<file path="src/adf_pkg.sv">
// Shared types, constants and helpers for the ASCII decimal to fixed point converter.
package adf_pkg;

  // Result value width, fixed by the output format.
  localparam int VALUE_W = 51;

  // Character codes recognized by the classifier.
  localparam logic [7:0] CHAR_ZERO  = 8'h30;
  localparam logic [7:0] CHAR_NINE  = 8'h39;
  localparam logic [7:0] CHAR_MINUS = 8'h2D;
  localparam logic [7:0] CHAR_DOT   = 8'h2E;

  // The first dropped fraction digit rounds up from this value on.
  localparam logic [3:0] ROUND_DIGIT = 4'd5;

  typedef enum logic [1:0] {
    ST_OK       = 2'd0,
    ST_INVALID  = 2'd1,
    ST_OVERFLOW = 2'd2
  } status_t;

  typedef enum logic [1:0] {
    TOK_DIGIT,
    TOK_MINUS,
    TOK_DOT,
    TOK_OTHER
  } tok_kind_t;

  // One classified character as it travels from front end to back end.
  typedef struct packed {
    tok_kind_t  kind;
    logic [3:0] digit;
    logic       last;
  } tok_t;

  typedef struct packed {
    logic [7:0] char_code;
    logic       last;
  } in_item_t;

  typedef struct packed {
    logic signed [VALUE_W-1:0] value;
    status_t                   status;
  } out_item_t;

  // Ten to the n, wrapping at 64 bits; used for elaboration-time constants.
  function automatic logic [63:0] pow10(input int unsigned n);
    logic [63:0] r;
    r = 64'd1;
    for (int unsigned i = 0; i < n; i++) begin
      r = r * 64'd10;
    end
    return r;
  endfunction

endpackage

</file>
<file path="src/adf_front.sv">
// Front end: classifies each request's character and queues it for the back end.
module adf_front (
  input  logic             clk,
  input  logic             rst_n,
  input  logic             in_valid,
  output logic             in_ready,
  input  adf_pkg::in_item_t in_item,
  output logic             tok_valid,
  input  logic             tok_ready,
  output adf_pkg::tok_t    tok
);

  adf_pkg::tok_t tok_in;
  adf_pkg::tok_t q_mem_r [2];
  logic          wr_ptr_r, wr_ptr_nxt;
  logic          rd_ptr_r, rd_ptr_nxt;
  logic [1:0]    count_r, count_nxt;
  logic          push, pop;

  // Sort the character into digit, minus, dot or anything else.
  always_comb begin
    tok_in.last  = in_item.last;
    tok_in.digit = 4'(in_item.char_code - adf_pkg::CHAR_ZERO);
    priority if (in_item.char_code >= adf_pkg::CHAR_ZERO &&
                 in_item.char_code <= adf_pkg::CHAR_NINE) begin
      tok_in.kind = adf_pkg::TOK_DIGIT;
    end else if (in_item.char_code == adf_pkg::CHAR_MINUS) begin
      tok_in.kind = adf_pkg::TOK_MINUS;
    end else if (in_item.char_code == adf_pkg::CHAR_DOT) begin
      tok_in.kind = adf_pkg::TOK_DOT;
    end else begin
      tok_in.kind = adf_pkg::TOK_OTHER;
    end
  end

  // Two-entry queue handshakes.
  assign in_ready  = (count_r != 2'd2);
  assign tok_valid = (count_r != 2'd0);
  assign tok       = q_mem_r[rd_ptr_r];
  assign push      = in_valid && in_ready;
  assign pop       = tok_valid && tok_ready;

  always_comb begin
    wr_ptr_nxt = push ? ~wr_ptr_r : wr_ptr_r;
    rd_ptr_nxt = pop ? ~rd_ptr_r : rd_ptr_r;
    count_nxt  = count_r + 2'(push) - 2'(pop);
  end

  always_ff @(posedge clk) begin
    if (!rst_n) begin
      wr_ptr_r <= 1'b0;
      rd_ptr_r <= 1'b0;
      count_r  <= 2'd0;
    end else begin
      wr_ptr_r <= wr_ptr_nxt;
      rd_ptr_r <= rd_ptr_nxt;
      count_r  <= count_nxt;
    end
  end

  // Queue storage.
  always_ff @(posedge clk) begin
    if (push) begin
      q_mem_r[wr_ptr_r] <= tok_in;
    end
  end

  // An empty or full queue has equal read and write pointers.
  a_ptr_count: assert property (@(posedge clk) disable iff (!rst_n)
    (count_r == 2'd0 || count_r == 2'd2) |-> (wr_ptr_r == rd_ptr_r))
    else $error("queue pointers disagree with fill count");

endmodule

</file>
<file path="src/adf_back.sv">
// Back end: builds sign, integer and fraction parts and snapshots them at string end.
module adf_back #(
  parameter int INT_DIGITS  = 9,
  parameter int FRAC_DIGITS = 6
) (
  input  logic                                                    clk,
  input  logic                                                    rst_n,
  input  logic                                                    tok_valid,
  output logic                                                    tok_ready,
  input  adf_pkg::tok_t                                           tok,
  output logic                                                    snap_valid,
  input  logic                                                    snap_ready,
  output logic [$clog2(adf_pkg::pow10(INT_DIGITS))-1:0]           snap_int,
  output logic [$clog2(adf_pkg::pow10(FRAC_DIGITS))-1:0]          snap_frac,
  output logic [$clog2(FRAC_DIGITS+2)-1:0]                        snap_cnt,
  output logic                                                    snap_round,
  output logic                                                    snap_neg,
  output adf_pkg::status_t                                        snap_status
);

  localparam int IW = $clog2(adf_pkg::pow10(INT_DIGITS));
  localparam int FW = $clog2(adf_pkg::pow10(FRAC_DIGITS));
  localparam int CW = $clog2(FRAC_DIGITS + 2);
  localparam logic [IW-1:0] IMAX = IW'(adf_pkg::pow10(INT_DIGITS) - 64'd1);
  localparam logic [CW-1:0] FRAC_N = CW'(FRAC_DIGITS);

  logic              neg_r, neg_upd, neg_nxt;
  logic              at_start_r, at_start_nxt;
  logic              in_frac_r, in_frac_upd, in_frac_nxt;
  logic [IW-1:0]     int_r, int_upd, int_nxt;
  logic [FW-1:0]     frac_r, frac_upd, frac_nxt;
  logic [CW-1:0]     cnt_r, cnt_upd, cnt_nxt;
  logic              round_r, round_upd, round_nxt;
  adf_pkg::status_t  err_r, err_upd, err_nxt;
  logic [IW+3:0]     int_prod;
  logic [FW+3:0]     frac_prod;
  logic              tok_take, snap_load;
  logic              snap_valid_r, snap_valid_nxt;
  logic [IW-1:0]     snap_int_r;
  logic [FW-1:0]     snap_frac_r;
  logic [CW-1:0]     snap_cnt_r;
  logic              snap_round_r, snap_neg_r;
  adf_pkg::status_t  snap_status_r;

  // A final character waits until the snapshot register can take it.
  assign tok_ready = !tok.last || !snap_valid_r || snap_ready;
  assign tok_take  = tok_valid && tok_ready;
  assign snap_load = tok_take && tok.last;

  // Multiply-by-ten-add for both parts.
  assign int_prod  = ({4'd0, int_r} << 3) + ({4'd0, int_r} << 1) + (IW+4)'(tok.digit);
  assign frac_prod = ({4'd0, frac_r} << 3) + ({4'd0, frac_r} << 1) + (FW+4)'(tok.digit);

  // Apply one character to the running state.
  always_comb begin
    neg_upd     = neg_r;
    in_frac_upd = in_frac_r;
    int_upd     = int_r;
    frac_upd    = frac_r;
    cnt_upd     = cnt_r;
    round_upd   = round_r;
    err_upd     = err_r;
    if (err_r != adf_pkg::ST_INVALID) begin
      unique case (tok.kind)
        adf_pkg::TOK_MINUS: begin
          if (at_start_r) begin
            neg_upd = 1'b1;
          end else if (err_r == adf_pkg::ST_OK) begin
            err_upd = adf_pkg::ST_INVALID;
          end
        end
        adf_pkg::TOK_DOT: begin
          if (!in_frac_r) begin
            in_frac_upd = 1'b1;
          end else if (err_r == adf_pkg::ST_OK) begin
            err_upd = adf_pkg::ST_INVALID;
          end
        end
        adf_pkg::TOK_DIGIT: begin
          if (!in_frac_r) begin
            if (int_prod > (IW+4)'(IMAX)) begin
              int_upd = IMAX;
              if (err_r == adf_pkg::ST_OK) begin
                err_upd = adf_pkg::ST_OVERFLOW;
              end
            end else begin
              int_upd = IW'(int_prod);
            end
          end else if (cnt_r < FRAC_N) begin
            frac_upd = FW'(frac_prod);
            cnt_upd  = cnt_r + CW'(1);
          end else if (cnt_r == FRAC_N) begin
            round_upd = (tok.digit >= adf_pkg::ROUND_DIGIT);
            cnt_upd   = cnt_r + CW'(1);
          end
        end
        default: begin
          if (err_r == adf_pkg::ST_OK) begin
            err_upd = adf_pkg::ST_INVALID;
          end
        end
      endcase
    end
  end

  // Next state: hold, update, or clear after the final character.
  always_comb begin
    neg_nxt      = neg_r;
    at_start_nxt = at_start_r;
    in_frac_nxt  = in_frac_r;
    int_nxt      = int_r;
    frac_nxt     = frac_r;
    cnt_nxt      = cnt_r;
    round_nxt    = round_r;
    err_nxt      = err_r;
    if (snap_load) begin
      neg_nxt      = 1'b0;
      at_start_nxt = 1'b1;
      in_frac_nxt  = 1'b0;
      int_nxt      = '0;
      frac_nxt     = '0;
      cnt_nxt      = '0;
      round_nxt    = 1'b0;
      err_nxt      = adf_pkg::ST_OK;
    end else if (tok_take) begin
      neg_nxt      = neg_upd;
      at_start_nxt = 1'b0;
      in_frac_nxt  = in_frac_upd;
      int_nxt      = int_upd;
      frac_nxt     = frac_upd;
      cnt_nxt      = cnt_upd;
      round_nxt    = round_upd;
      err_nxt      = err_upd;
    end
  end

  assign snap_valid_nxt = snap_load || (snap_valid_r && !snap_ready);

  always_ff @(posedge clk) begin
    if (!rst_n) begin
      neg_r        <= 1'b0;
      at_start_r   <= 1'b1;
      in_frac_r    <= 1'b0;
      int_r        <= '0;
      frac_r       <= '0;
      cnt_r        <= '0;
      round_r      <= 1'b0;
      err_r        <= adf_pkg::ST_OK;
      snap_valid_r <= 1'b0;
    end else begin
      neg_r        <= neg_nxt;
      at_start_r   <= at_start_nxt;
      in_frac_r    <= in_frac_nxt;
      int_r        <= int_nxt;
      frac_r       <= frac_nxt;
      cnt_r        <= cnt_nxt;
      round_r      <= round_nxt;
      err_r        <= err_nxt;
      snap_valid_r <= snap_valid_nxt;
    end
  end

  // Snapshot of the finished string for the finishing pipeline.
  always_ff @(posedge clk) begin
    if (snap_load) begin
      snap_int_r    <= int_upd;
      snap_frac_r   <= frac_upd;
      snap_cnt_r    <= cnt_upd;
      snap_round_r  <= round_upd;
      snap_neg_r    <= neg_upd;
      snap_status_r <= err_upd;
    end
  end

  assign snap_valid  = snap_valid_r;
  assign snap_int    = snap_int_r;
  assign snap_frac   = snap_frac_r;
  assign snap_cnt    = snap_cnt_r;
  assign snap_round  = snap_round_r;
  assign snap_neg    = snap_neg_r;
  assign snap_status = snap_status_r;

  // The integer part never passes its saturation limit.
  a_int_limit: assert property (@(posedge clk) disable iff (!rst_n)
    int_r <= IMAX)
    else $error("integer part above saturation limit");

  // A final character leaves the running state cleared.
  a_clear_after_last: assert property (@(posedge clk) disable iff (!rst_n)
    snap_load |=> (at_start_r && !in_frac_r && int_r == '0 && err_r == adf_pkg::ST_OK))
    else $error("state not cleared after final character");

endmodule

</file>
<file path="src/adf_finish.sv">
// Finishing pipeline: scales, sums, rounds, saturates and signs the result.
module adf_finish #(
  parameter int INT_DIGITS  = 9,
  parameter int FRAC_DIGITS = 6
) (
  input  logic                                           clk,
  input  logic                                           rst_n,
  input  logic                                           snap_valid,
  output logic                                           snap_ready,
  input  logic [$clog2(adf_pkg::pow10(INT_DIGITS))-1:0]  snap_int,
  input  logic [$clog2(adf_pkg::pow10(FRAC_DIGITS))-1:0] snap_frac,
  input  logic [$clog2(FRAC_DIGITS+2)-1:0]               snap_cnt,
  input  logic                                           snap_round,
  input  logic                                           snap_neg,
  input  adf_pkg::status_t                               snap_status,
  output logic                                           out_valid,
  input  logic                                           out_ready,
  output adf_pkg::out_item_t                             out_item
);

  localparam int IW = $clog2(adf_pkg::pow10(INT_DIGITS));
  localparam int FW = $clog2(adf_pkg::pow10(FRAC_DIGITS));
  localparam int CW = $clog2(FRAC_DIGITS + 2);
  localparam int SUM_DIGITS = INT_DIGITS + FRAC_DIGITS;
  localparam int MW = (SUM_DIGITS > 19) ? 64 : $clog2(adf_pkg::pow10(SUM_DIGITS));
  localparam int EW = (MW > adf_pkg::VALUE_W) ? MW : adf_pkg::VALUE_W;
  localparam logic [MW-1:0] P10F    = MW'(adf_pkg::pow10(FRAC_DIGITS));
  localparam logic [MW-1:0] MAG_MAX = MW'(adf_pkg::pow10(SUM_DIGITS) - 64'd1);

  logic [FW-1:0]      scale_tab [2**CW];
  logic               m_valid_r, m_valid_nxt;
  logic [MW-1:0]      m_int_r;
  logic [FW-1:0]      m_frac_r;
  logic               m_round_r, m_neg_r;
  adf_pkg::status_t   m_status_r;
  logic               s_valid_r, s_valid_nxt;
  logic [MW-1:0]      s_mag_r;
  logic               s_round_r, s_neg_r;
  adf_pkg::status_t   s_status_r;
  logic               out_valid_r, out_valid_nxt;
  adf_pkg::out_item_t out_item_r, out_item_nxt;
  logic               out_free, s_free, m_free;
  logic [MW-1:0]      mag;
  logic [EW-1:0]      mag_ext;
  adf_pkg::status_t   st;

  // Scale for fewer than the full count of fraction digits.
  for (genvar g = 0; g < 2**CW; g++) begin : g_scale
    if (g < FRAC_DIGITS) begin : g_pow
      assign scale_tab[g] = FW'(adf_pkg::pow10(FRAC_DIGITS - g));
    end else begin : g_one
      assign scale_tab[g] = FW'(1);
    end
  end

  // Stage readiness, back to front.
  assign out_free   = !out_valid_r || out_ready;
  assign s_free     = !s_valid_r || out_free;
  assign m_free     = !m_valid_r || s_free;
  assign snap_ready = m_free;

  assign m_valid_nxt   = snap_valid || (m_valid_r && !s_free);
  assign s_valid_nxt   = m_valid_r || (s_valid_r && !out_free);
  assign out_valid_nxt = s_valid_r || (out_valid_r && !out_ready);

  always_ff @(posedge clk) begin
    if (!rst_n) begin
      m_valid_r   <= 1'b0;
      s_valid_r   <= 1'b0;
      out_valid_r <= 1'b0;
    end else begin
      if (m_free) begin
        m_valid_r <= m_valid_nxt;
      end else begin
        m_valid_r <= m_valid_r;
      end
      s_valid_r   <= s_free ? s_valid_nxt : s_valid_r;
      out_valid_r <= out_valid_nxt;
    end
  end

  // Multiply stage: integer part times ten to the fraction digits, fraction rescaled.
  always_ff @(posedge clk) begin
    if (snap_valid && m_free) begin
      m_int_r    <= MW'(snap_int) * P10F;
      m_frac_r   <= snap_frac * scale_tab[snap_cnt];
      m_round_r  <= snap_round;
      m_neg_r    <= snap_neg;
      m_status_r <= snap_status;
    end
  end

  // Sum stage: full magnitude before rounding.
  always_ff @(posedge clk) begin
    if (m_valid_r && s_free) begin
      s_mag_r    <= m_int_r + MW'(m_frac_r);
      s_round_r  <= m_round_r;
      s_neg_r    <= m_neg_r;
      s_status_r <= m_status_r;
    end
  end

  // Round, saturate and apply the sign.
  always_comb begin
    unique case (s_status_r)
      adf_pkg::ST_INVALID: begin
        mag = '0;
        st  = adf_pkg::ST_INVALID;
      end
      adf_pkg::ST_OVERFLOW: begin
        mag = MAG_MAX;
        st  = adf_pkg::ST_OVERFLOW;
      end
      default: begin
        if (s_round_r && s_mag_r >= MAG_MAX) begin
          mag = MAG_MAX;
          st  = adf_pkg::ST_OVERFLOW;
        end else begin
          mag = s_mag_r + MW'(s_round_r);
          st  = adf_pkg::ST_OK;
        end
      end
    endcase
    mag_ext             = EW'(mag);
    out_item_nxt.value  = adf_pkg::VALUE_W'(s_neg_r ? (~mag_ext + EW'(1)) : mag_ext);
    out_item_nxt.status = st;
  end

  // Output register.
  always_ff @(posedge clk) begin
    if (s_valid_r && out_free) begin
      out_item_r <= out_item_nxt;
    end
  end

  assign out_valid = out_valid_r;
  assign out_item  = out_item_r;

  // An invalid string always reports zero.
  a_invalid_zero: assert property (@(posedge clk) disable iff (!rst_n)
    (out_valid_r && out_item_r.status == adf_pkg::ST_INVALID) |-> (out_item_r.value == '0))
    else $error("invalid string with nonzero value");

  // A sum stage entry blocked by the output register is kept.
  a_sum_held: assert property (@(posedge clk) disable iff (!rst_n)
    (s_valid_r && !out_free) |=> s_valid_r)
    else $error("sum stage entry dropped under stall");

endmodule

</file>
<file path="src/ascii_decimal_to_fixed_point.sv">
// Top level of the ASCII decimal string to fixed point converter.
//
//   Port group  Dir  Handshake              Payload
//   in_         in   in_valid / in_ready    adf_pkg::in_item_t  (char_code, last)
//   out_        out  out_valid / out_ready  adf_pkg::out_item_t (value, status)
//
// One character request is taken per cycle while the snapshot register is not held;
// the back end's one multiply-by-ten-add step per character sets that figure.
// After its final character is accepted, a result passes in order through the
// queue, snapshot, multiply stage, sum stage and output register.
// Reset is synchronous; the block takes requests in the first cycle after
// rst_n rises. Low out_ready holds the output register, then the two
// finishing stages and the snapshot; in_ready drops once the two-entry queue fills.
module ascii_decimal_to_fixed_point #(
  parameter int INT_DIGITS  = 9,
  parameter int FRAC_DIGITS = 6
) (
  input  logic               clk,
  input  logic               rst_n,
  input  logic               in_valid,
  output logic               in_ready,
  input  adf_pkg::in_item_t  in_item,
  output logic               out_valid,
  input  logic               out_ready,
  output adf_pkg::out_item_t out_item
);

  localparam int IW = $clog2(adf_pkg::pow10(INT_DIGITS));
  localparam int FW = $clog2(adf_pkg::pow10(FRAC_DIGITS));
  localparam int CW = $clog2(FRAC_DIGITS + 2);

  logic             tok_valid, tok_ready;
  adf_pkg::tok_t    tok;
  logic             snap_valid, snap_ready;
  logic [IW-1:0]    snap_int;
  logic [FW-1:0]    snap_frac;
  logic [CW-1:0]    snap_cnt;
  logic             snap_round, snap_neg;
  adf_pkg::status_t snap_status;

  // Character classification and queue.
  adf_front u_front (
    .clk       (clk),
    .rst_n     (rst_n),
    .in_valid  (in_valid),
    .in_ready  (in_ready),
    .in_item   (in_item),
    .tok_valid (tok_valid),
    .tok_ready (tok_ready),
    .tok       (tok)
  );

  // Accumulation of sign, integer and fraction parts.
  adf_back #(
    .INT_DIGITS  (INT_DIGITS),
    .FRAC_DIGITS (FRAC_DIGITS)
  ) u_back (
    .clk         (clk),
    .rst_n       (rst_n),
    .tok_valid   (tok_valid),
    .tok_ready   (tok_ready),
    .tok         (tok),
    .snap_valid  (snap_valid),
    .snap_ready  (snap_ready),
    .snap_int    (snap_int),
    .snap_frac   (snap_frac),
    .snap_cnt    (snap_cnt),
    .snap_round  (snap_round),
    .snap_neg    (snap_neg),
    .snap_status (snap_status)
  );

  // Scaling, rounding and output register.
  adf_finish #(
    .INT_DIGITS  (INT_DIGITS),
    .FRAC_DIGITS (FRAC_DIGITS)
  ) u_finish (
    .clk         (clk),
    .rst_n       (rst_n),
    .snap_valid  (snap_valid),
    .snap_ready  (snap_ready),
    .snap_int    (snap_int),
    .snap_frac   (snap_frac),
    .snap_cnt    (snap_cnt),
    .snap_round  (snap_round),
    .snap_neg    (snap_neg),
    .snap_status (snap_status),
    .out_valid   (out_valid),
    .out_ready   (out_ready),
    .out_item    (out_item)
  );

endmodule
</file>
<file path="config.mk">
export PLATFORM = sky130hd
export DESIGN_NAME = ascii_decimal_to_fixed_point
export DESIGN_NICKNAME = d
export VERILOG_FILES = /design/src/adf_pkg.sv /design/src/adf_front.sv /design/src/adf_back.sv /design/src/adf_finish.sv /design/src/ascii_decimal_to_fixed_point.sv
export SDC_FILE = /design/constraint.sdc
export NUM_CORES = 1
export LEC_CHECK = 0
export BUFFER_PORTS_ARGS = -buffer_cell sky130_fd_sc_hd__clkbuf_2
export CAP_MARGIN = 20
export CORE_UTILIZATION = 65
export DETAILED_ROUTE_END_ITERATION = 10
export PLACE_DENSITY = 0.82
export SLEW_MARGIN = 10
export SYNTH_ARGS = -nofsm -noshare
export SYNTH_HDL_FRONTEND = slang
export SYNTH_HIERARCHICAL = 1
export SYNTH_SLANG_ARGS = --single-unit
</file>
<file path="constraint.sdc">
create_clock -name clk -period 10.3 [get_ports clk]
set_input_delay 2.06 -clock clk [delete_from_list [all_inputs] [get_ports clk]]
set_output_delay 2.06 -clock clk [all_outputs]
set_load 0.05 [all_outputs]
</file>
After elaboration in Yosys (flattened, before gate mapping)
Memory sizes are Yosys's and may differ from the RTL's. A register that Yosys moved wholly into a read port is not among the register bits.
Index checks and enable logic that the tools add are counted.
{ "word_totals": {"ramBits": 14, "ff_bits": 299, "rom_bits": 160, "mem_count": 2, "latchBits": 0} }
{ "classes": {"order_cmp": 7, "mux": 43, "n_bitwise": 5, "n_eq_ne": 9, "div": 0, "add_sub_neg": 11, "n_reduce_logical": 35, "n_mul": 2, "shift": 0} }
{ "memory_table": {"columns": ["name", "words", "width", "read_ports", "rd_clocked_by_memory_dff", "wr", "line_no", "text"], "rows": [
  ["(name not given)", 8, 20, 1, 0, 0, "adf_finish.sv:86", "m_frac_r <= snap_frac * scale_tab[snap_cnt];"],
  ["u_front.q_mem_r", 2, 7, 1, 1, 1, "adf_front.sv:14", "adf_pkg::tok_t q_mem_r [2];"]
]} }
{ "ops": {"columns": ["operator", "n"], "rows": [
  ["20-bit 2-to-1 mux", 6],
  ["30-bit 2-to-1 mux", 4],
  ["50-bit 2-to-1 mux", 2],
  ["50-bit case mux with 2 select lines", 1],
  ["51-bit by 1-bit adder with 51-bit output (second input constant)", 1],
  ["50-bit NOT with 51-bit output", 1],
  ["50-bit by 1-bit adder with 50-bit output", 1],
  ["50-bit by 20-bit adder with 50-bit output", 1],
  ["50-bit greater-or-equal comparator (second input constant)", 1],
  ["30-bit by 14-bit multiplier with 44-bit output (second input constant)", 1],
  ["33-bit by 31-bit adder with 34-bit output", 1],
  ["34-bit by 4-bit adder with 34-bit output", 1],
  ["34-bit by 30-bit > comparator with 1-bit output (second input constant)", 1],
  ["20-bit adder", 1],
  ["20-bit by 4-bit adder with 20-bit output", 1],
  ["20-bit by 20-bit multiplier with 20-bit output", 1],
  ["2-bit 2-to-1 mux", 10],
  ["8-bit by 6-bit equality test with 1-bit output (second input constant)", 2],
  ["3-bit 2-to-1 mux", 5],
  ["1-bit 2-to-1 mux", 13],
  ["1-bit logical AND", 12],
  ["1-bit logical NOT", 9],
  ["1-bit logical OR", 9],
  ["8-bit by 6-bit greater-or-equal comparator with 1-bit output (second input constant)", 1],
  ["other kinds (21)", 26]
]} }

Longest topological paths before layout
{ "depth": {"depth_word": 8, "ltp_mapped": 29, "ltp_nobuf": 27} }

Hierarchy
Netlist, hierarchy kept.
{ "modules_own_cells": {"columns": ["mod", "instances", "seq_area_each_um2", "cells_per_inst", "area_per_inst_um2"], "rows": [
  ["adf_finish", 1, 5315.1, 2276, 22321.4],
  ["adf_back", 1, 2912.8, 853, 8070.2],
  ["adf_front", 1, 520.5, 56, 799.5]
]} }

Worst setup path before layout
No wires, ideal clock.
{ "synth_path": {"path_kind": "flip-flop to flip-flop", "startpoint": "reg u_back.snap_cnt_r[1] (netlist: u_back/snap_cnt[1])", "endpoint": "reg u_finish.m_frac_r[19], data pin", "stages_incl_launch_ff": 26, "setup_slack_ns": 3.525, "n_path_buf": 3, "setup_time_ns": 0.260, "synth_period_minus_slack_ns": 6.775, "t_arrival_ns": 6.515, "t_required_ns": 10.040, "cell_sequence": "edfxtp_1 clkbuf_1 inv_1 ha_1 clkbuf_1 o21ai_0 clkbuf_1 and2_1 fa_1 fa_1 fa_1 inv_1 fa_1 fa_1 inv_1 fa_1 inv_1 fa_1 xor2_1 xnor2_1 xnor2_1 xnor2_1 xnor2_1 xnor2_1 xnor2_1 xnor2_1"} }
{ "synth_between": {"elab_chain_cells": 5} }
{ "synth_rtl": {"columns": ["item", "line_no", "text"], "rows": [
  ["start, declared", "adf_back.sv:41", "logic [CW-1:0] snap_cnt_r;"],
  ["start signal, assigned", "adf_back.sv:168", "snap_cnt_r <= cnt_upd;"],
  ["3-bit NOT with 4-bit output (implied by the code)", "adf_finish.sv:86", null],
  ["memory read 8 x 20 bit", null, null],
  ["20-bit 2-to-1 mux (implied by the code) (2 in series)", "adf_finish.sv:86", null],
  ["20-bit by 20-bit multiplier with 20-bit output", "adf_finish.sv:86", null],
  ["end signal, assigned", "adf_finish.sv:86", null],
  ["end, declared", "adf_finish.sv:33", "logic [FW-1:0] m_frac_r;"]
]} }
No other way between the ends. The select of a mux whose other input is x is not followed.
A chain may end at the register's enable or synchronous reset.

Worst setup path after layout
Ends and elaborated chain as after synthesis.

==> reports/qor.yml <==
logic_synthesis:
  synth_edf_count: 246
  synth.yosys.seq_area_share: 0.280
  async_flop_share: 0
  netlist.area_leader.share: 0.237
  ys_types: 119
  ys_warn_count: 6
  synth_area_leaders: "edfxtp_1 (24%), fa_1 (16%), ha_1 (14%), inv_1 (4.8%), xnor2_1 (4.6%)"
  syn_area_per_cell_sq_um: 9.79
  syn-num-nets: 3789
  yosys_register_bits: 314
  netlist_area_sq_um: 31200
  synthCells: 3185
  yosys_most_used_dff: "edfxtp_1"
  yosys.area.top_type: "edfxtp_1"
timing:
  final_max_slew_viol_count: 0
  setup_tns_ps: 0
  setup_viol: 0
  relSlewSlack: 0.301
  hold_viol: 0
  fin_skew_ps: 22.0
  rsz0062_at_grt: "false"
  fmax_ghz: 0.119
  timing.final.crit_period_ps: 8400
  fin_crit_sh: 0.816
  tightest_slew_ps: 1050
global_route:
  grt_antenna_before_repair: 0
  grt_max_degree: 69
  grt_first_pass_wirelength_microns: 115000
  grt_overflow_total: 0
  grt_util_all_layers: 0.288
  grt_pass1_vias: 23000
place:
  hpwlAfterDp_microns: 55300
  io_buffers: 67
  globalplace.congestion: 0.955
  placed_cell_area_sq_um: 31800
floorplan:
  ioPinCount: 68
  row_count: 79
  dieHeight_microns: 221
  core_sq_um: 47000
  die_w_microns: 221
  initial_core_util: 0.664
  dieArea_sq_um: 48900
worst_setup_path:
  cp-start-kind: "register"
  worst-endpoint-arrival_ps: 8670
  critPathMaxFanout: 22
  critPathLaunch: "u_back/snap_cnt[1]$_DFFE_PP_"
  path_class: "register to register"
  reg2reg_from: "u_back/snap_cnt[1]$_DFFE_PP_"
  critPathRequiredTime_ps: 10560
  critical_path.endpoint_type: "register"
clocking:
  clock-sinks: 314
  post_cts_resized: 0
  post_cts_buffers: 0
  root_buffer: "clkbuf_16"
  cts_hold_buf: 0
  clk_pin_slew_ps: 60
  htreeDepth: 2
  worstSkewPairLatency_ps: 540
  tritoncts: "yes"
  cts_buffers: 35
  cts_buffer_depth: 3
outcome:
  status: "finished clean"
run:
  drv_cap: 0
cells_and_area:
  antenna_cells: 0
  fill_cells: 3413
  layout-drive-gt1-share: 0.0751
  seqCellArea_sq_um: 8750
  design_area_sq_um: 33000
  final_common_cell: "inv_1"
  area_growth_syn_to_layout_pct: 5.79
  final_net_count: 3804
  final_cell_mix: "inv_1 (396), ha_1 (338), fa_1 (253), nand2_1 (252), edfxtp_1 (246)"
  multi_input_area_sq_um: 20400
detailed_routing:
  dr.pass1.iters: 7
  ant_nets: 0
  wl_microns: 69500
  post-route-drc-count: 0
  viasPerCell: 6.02
  drt_iter0_drc: 2004
  num_vias: 23100
  wl_per_cell_microns: 18.1
hold_path:
  min_path_type: "register to register"
  hp-start: "u_back/snap_neg$_DFFE_PP_"
flip-flops by register name (all words and copies together) (netlist names), 2 cells and up, named ones only:
| signal | count |
|---|---|
| u_front/q_mem_r | 14 |
| u_back/snap_int | 30 |
| u_finish/m_int_r | 44 |
| u_back/cnt_r | 3 |
| u_back/frac_r | 20 |
| u_back/int_r | 30 |
| u_finish/s_status_r | 2 |
| u_back/snap_status | 2 |
| u_finish/out_item | 53 |
| u_finish/m_status_r | 2 |
| u_back/snap_frac | 20 |
| u_finish/s_mag_r | 50 |
| u_back/snap_cnt | 3 |
| u_finish/m_frac_r | 20 |
| u_front/count_r | 2 |
| u_back/err_r | 2 |
path summary, 6_finish.rpt:
check / cells past startpoint / slack [ps] / end
worst min-delay path: 0 / 400 / u_finish/m_neg_r$_DFFE_PP_
worst max register to register: 24 / 1900 / u_finish/m_frac_r[19]$_DFFE_PP_
worst max-delay path: 24 / 1900 / u_finish/m_frac_r[19]$_DFFE_PP_
worst min register to register: 0 / 400 / u_finish/m_neg_r$_DFFE_PP_
cells in the mapped netlist, types with 20 or more instances:
cell type / number
a21oi_1: 178
clkbuf_1: 66
nand2_1: 252
mux2_2: 28
edfxtp_1: 246
or3_1: 21
xor2_1: 79
ha_1: 338
a21o_1: 47
o21ai_0: 115
and2_1: 75
and3_1: 42
inv_1: 397
o31ai_1: 20
nand3_1: 62
o21bai_1: 23
nor2_1: 202
nand4_1: 31
a31oi_1: 40
nand2b_1: 21
nor3_1: 55
fa_1: 253
dfxtp_1: 68
o21a_1: 21
xnor2_1: 164
nor2b_1: 28
through the flow:
stage                      util  hold slack, ps  cells  setup WS [ps]
final                     0.703             405   3829           1900
after global routing      0.703             409   3829           1370
after CTS                 0.702             398   3827           1980
after detailed placement  0.678             405   3768           1990
after global placement    0.678             404   3767           2330
after floorplan               -             400   3185           3530
layer usage:
metal  global-route usage  vias up  part of all wire
li1                     -    11100                 -
met2                0.481      750              0.47
met1                0.392    11100              0.45
met3               0.0377      119             0.055
met5                    0        -                 0
met4               0.0902        0             0.026
critical path, cell delays in order (launching register included):
cell	delay [ps]
edfxtp_1	670
inv_1	290
ha_1	420
and2_0	770
a21o_1	550
and2_1	240
fa_1	430
inv_1	90
fa_1	440
fa_1	540
inv_1	50
ha_1	280
ha_1	320
fa_1	550
inv_1	60
fa_1	540
inv_1	50
ha_1	210
a2111oi_0	540
nor2_1	150
a211oi_1	380
nor3_1	120
nor2_1	170
a21oi_1	110
xnor2_1	140
logic make-up after synthesis:
group                      share of synthesized area
muxes                                         0.0135
adders and majority gates                      0.298
and+or+nand+nor                                0.143
buffers and inverters                         0.0672
DFF                                            0.280
AOI/OAI and AO/OA                              0.130
xor gates and xnor gates                      0.0682
cell type report:
class                   count  share of cell area
multi-input cells        2367               0.618
flip-flops and latches    314               0.265
inverters                 398              0.0453
clock buffers              45              0.0293
well taps                 607              0.0230
repair buffers             84              0.0148
clock inverters            14             0.00470
Power is not shown: default switching activity piles up to over one toggle a cycle in this logic, so the estimate is an artifact.
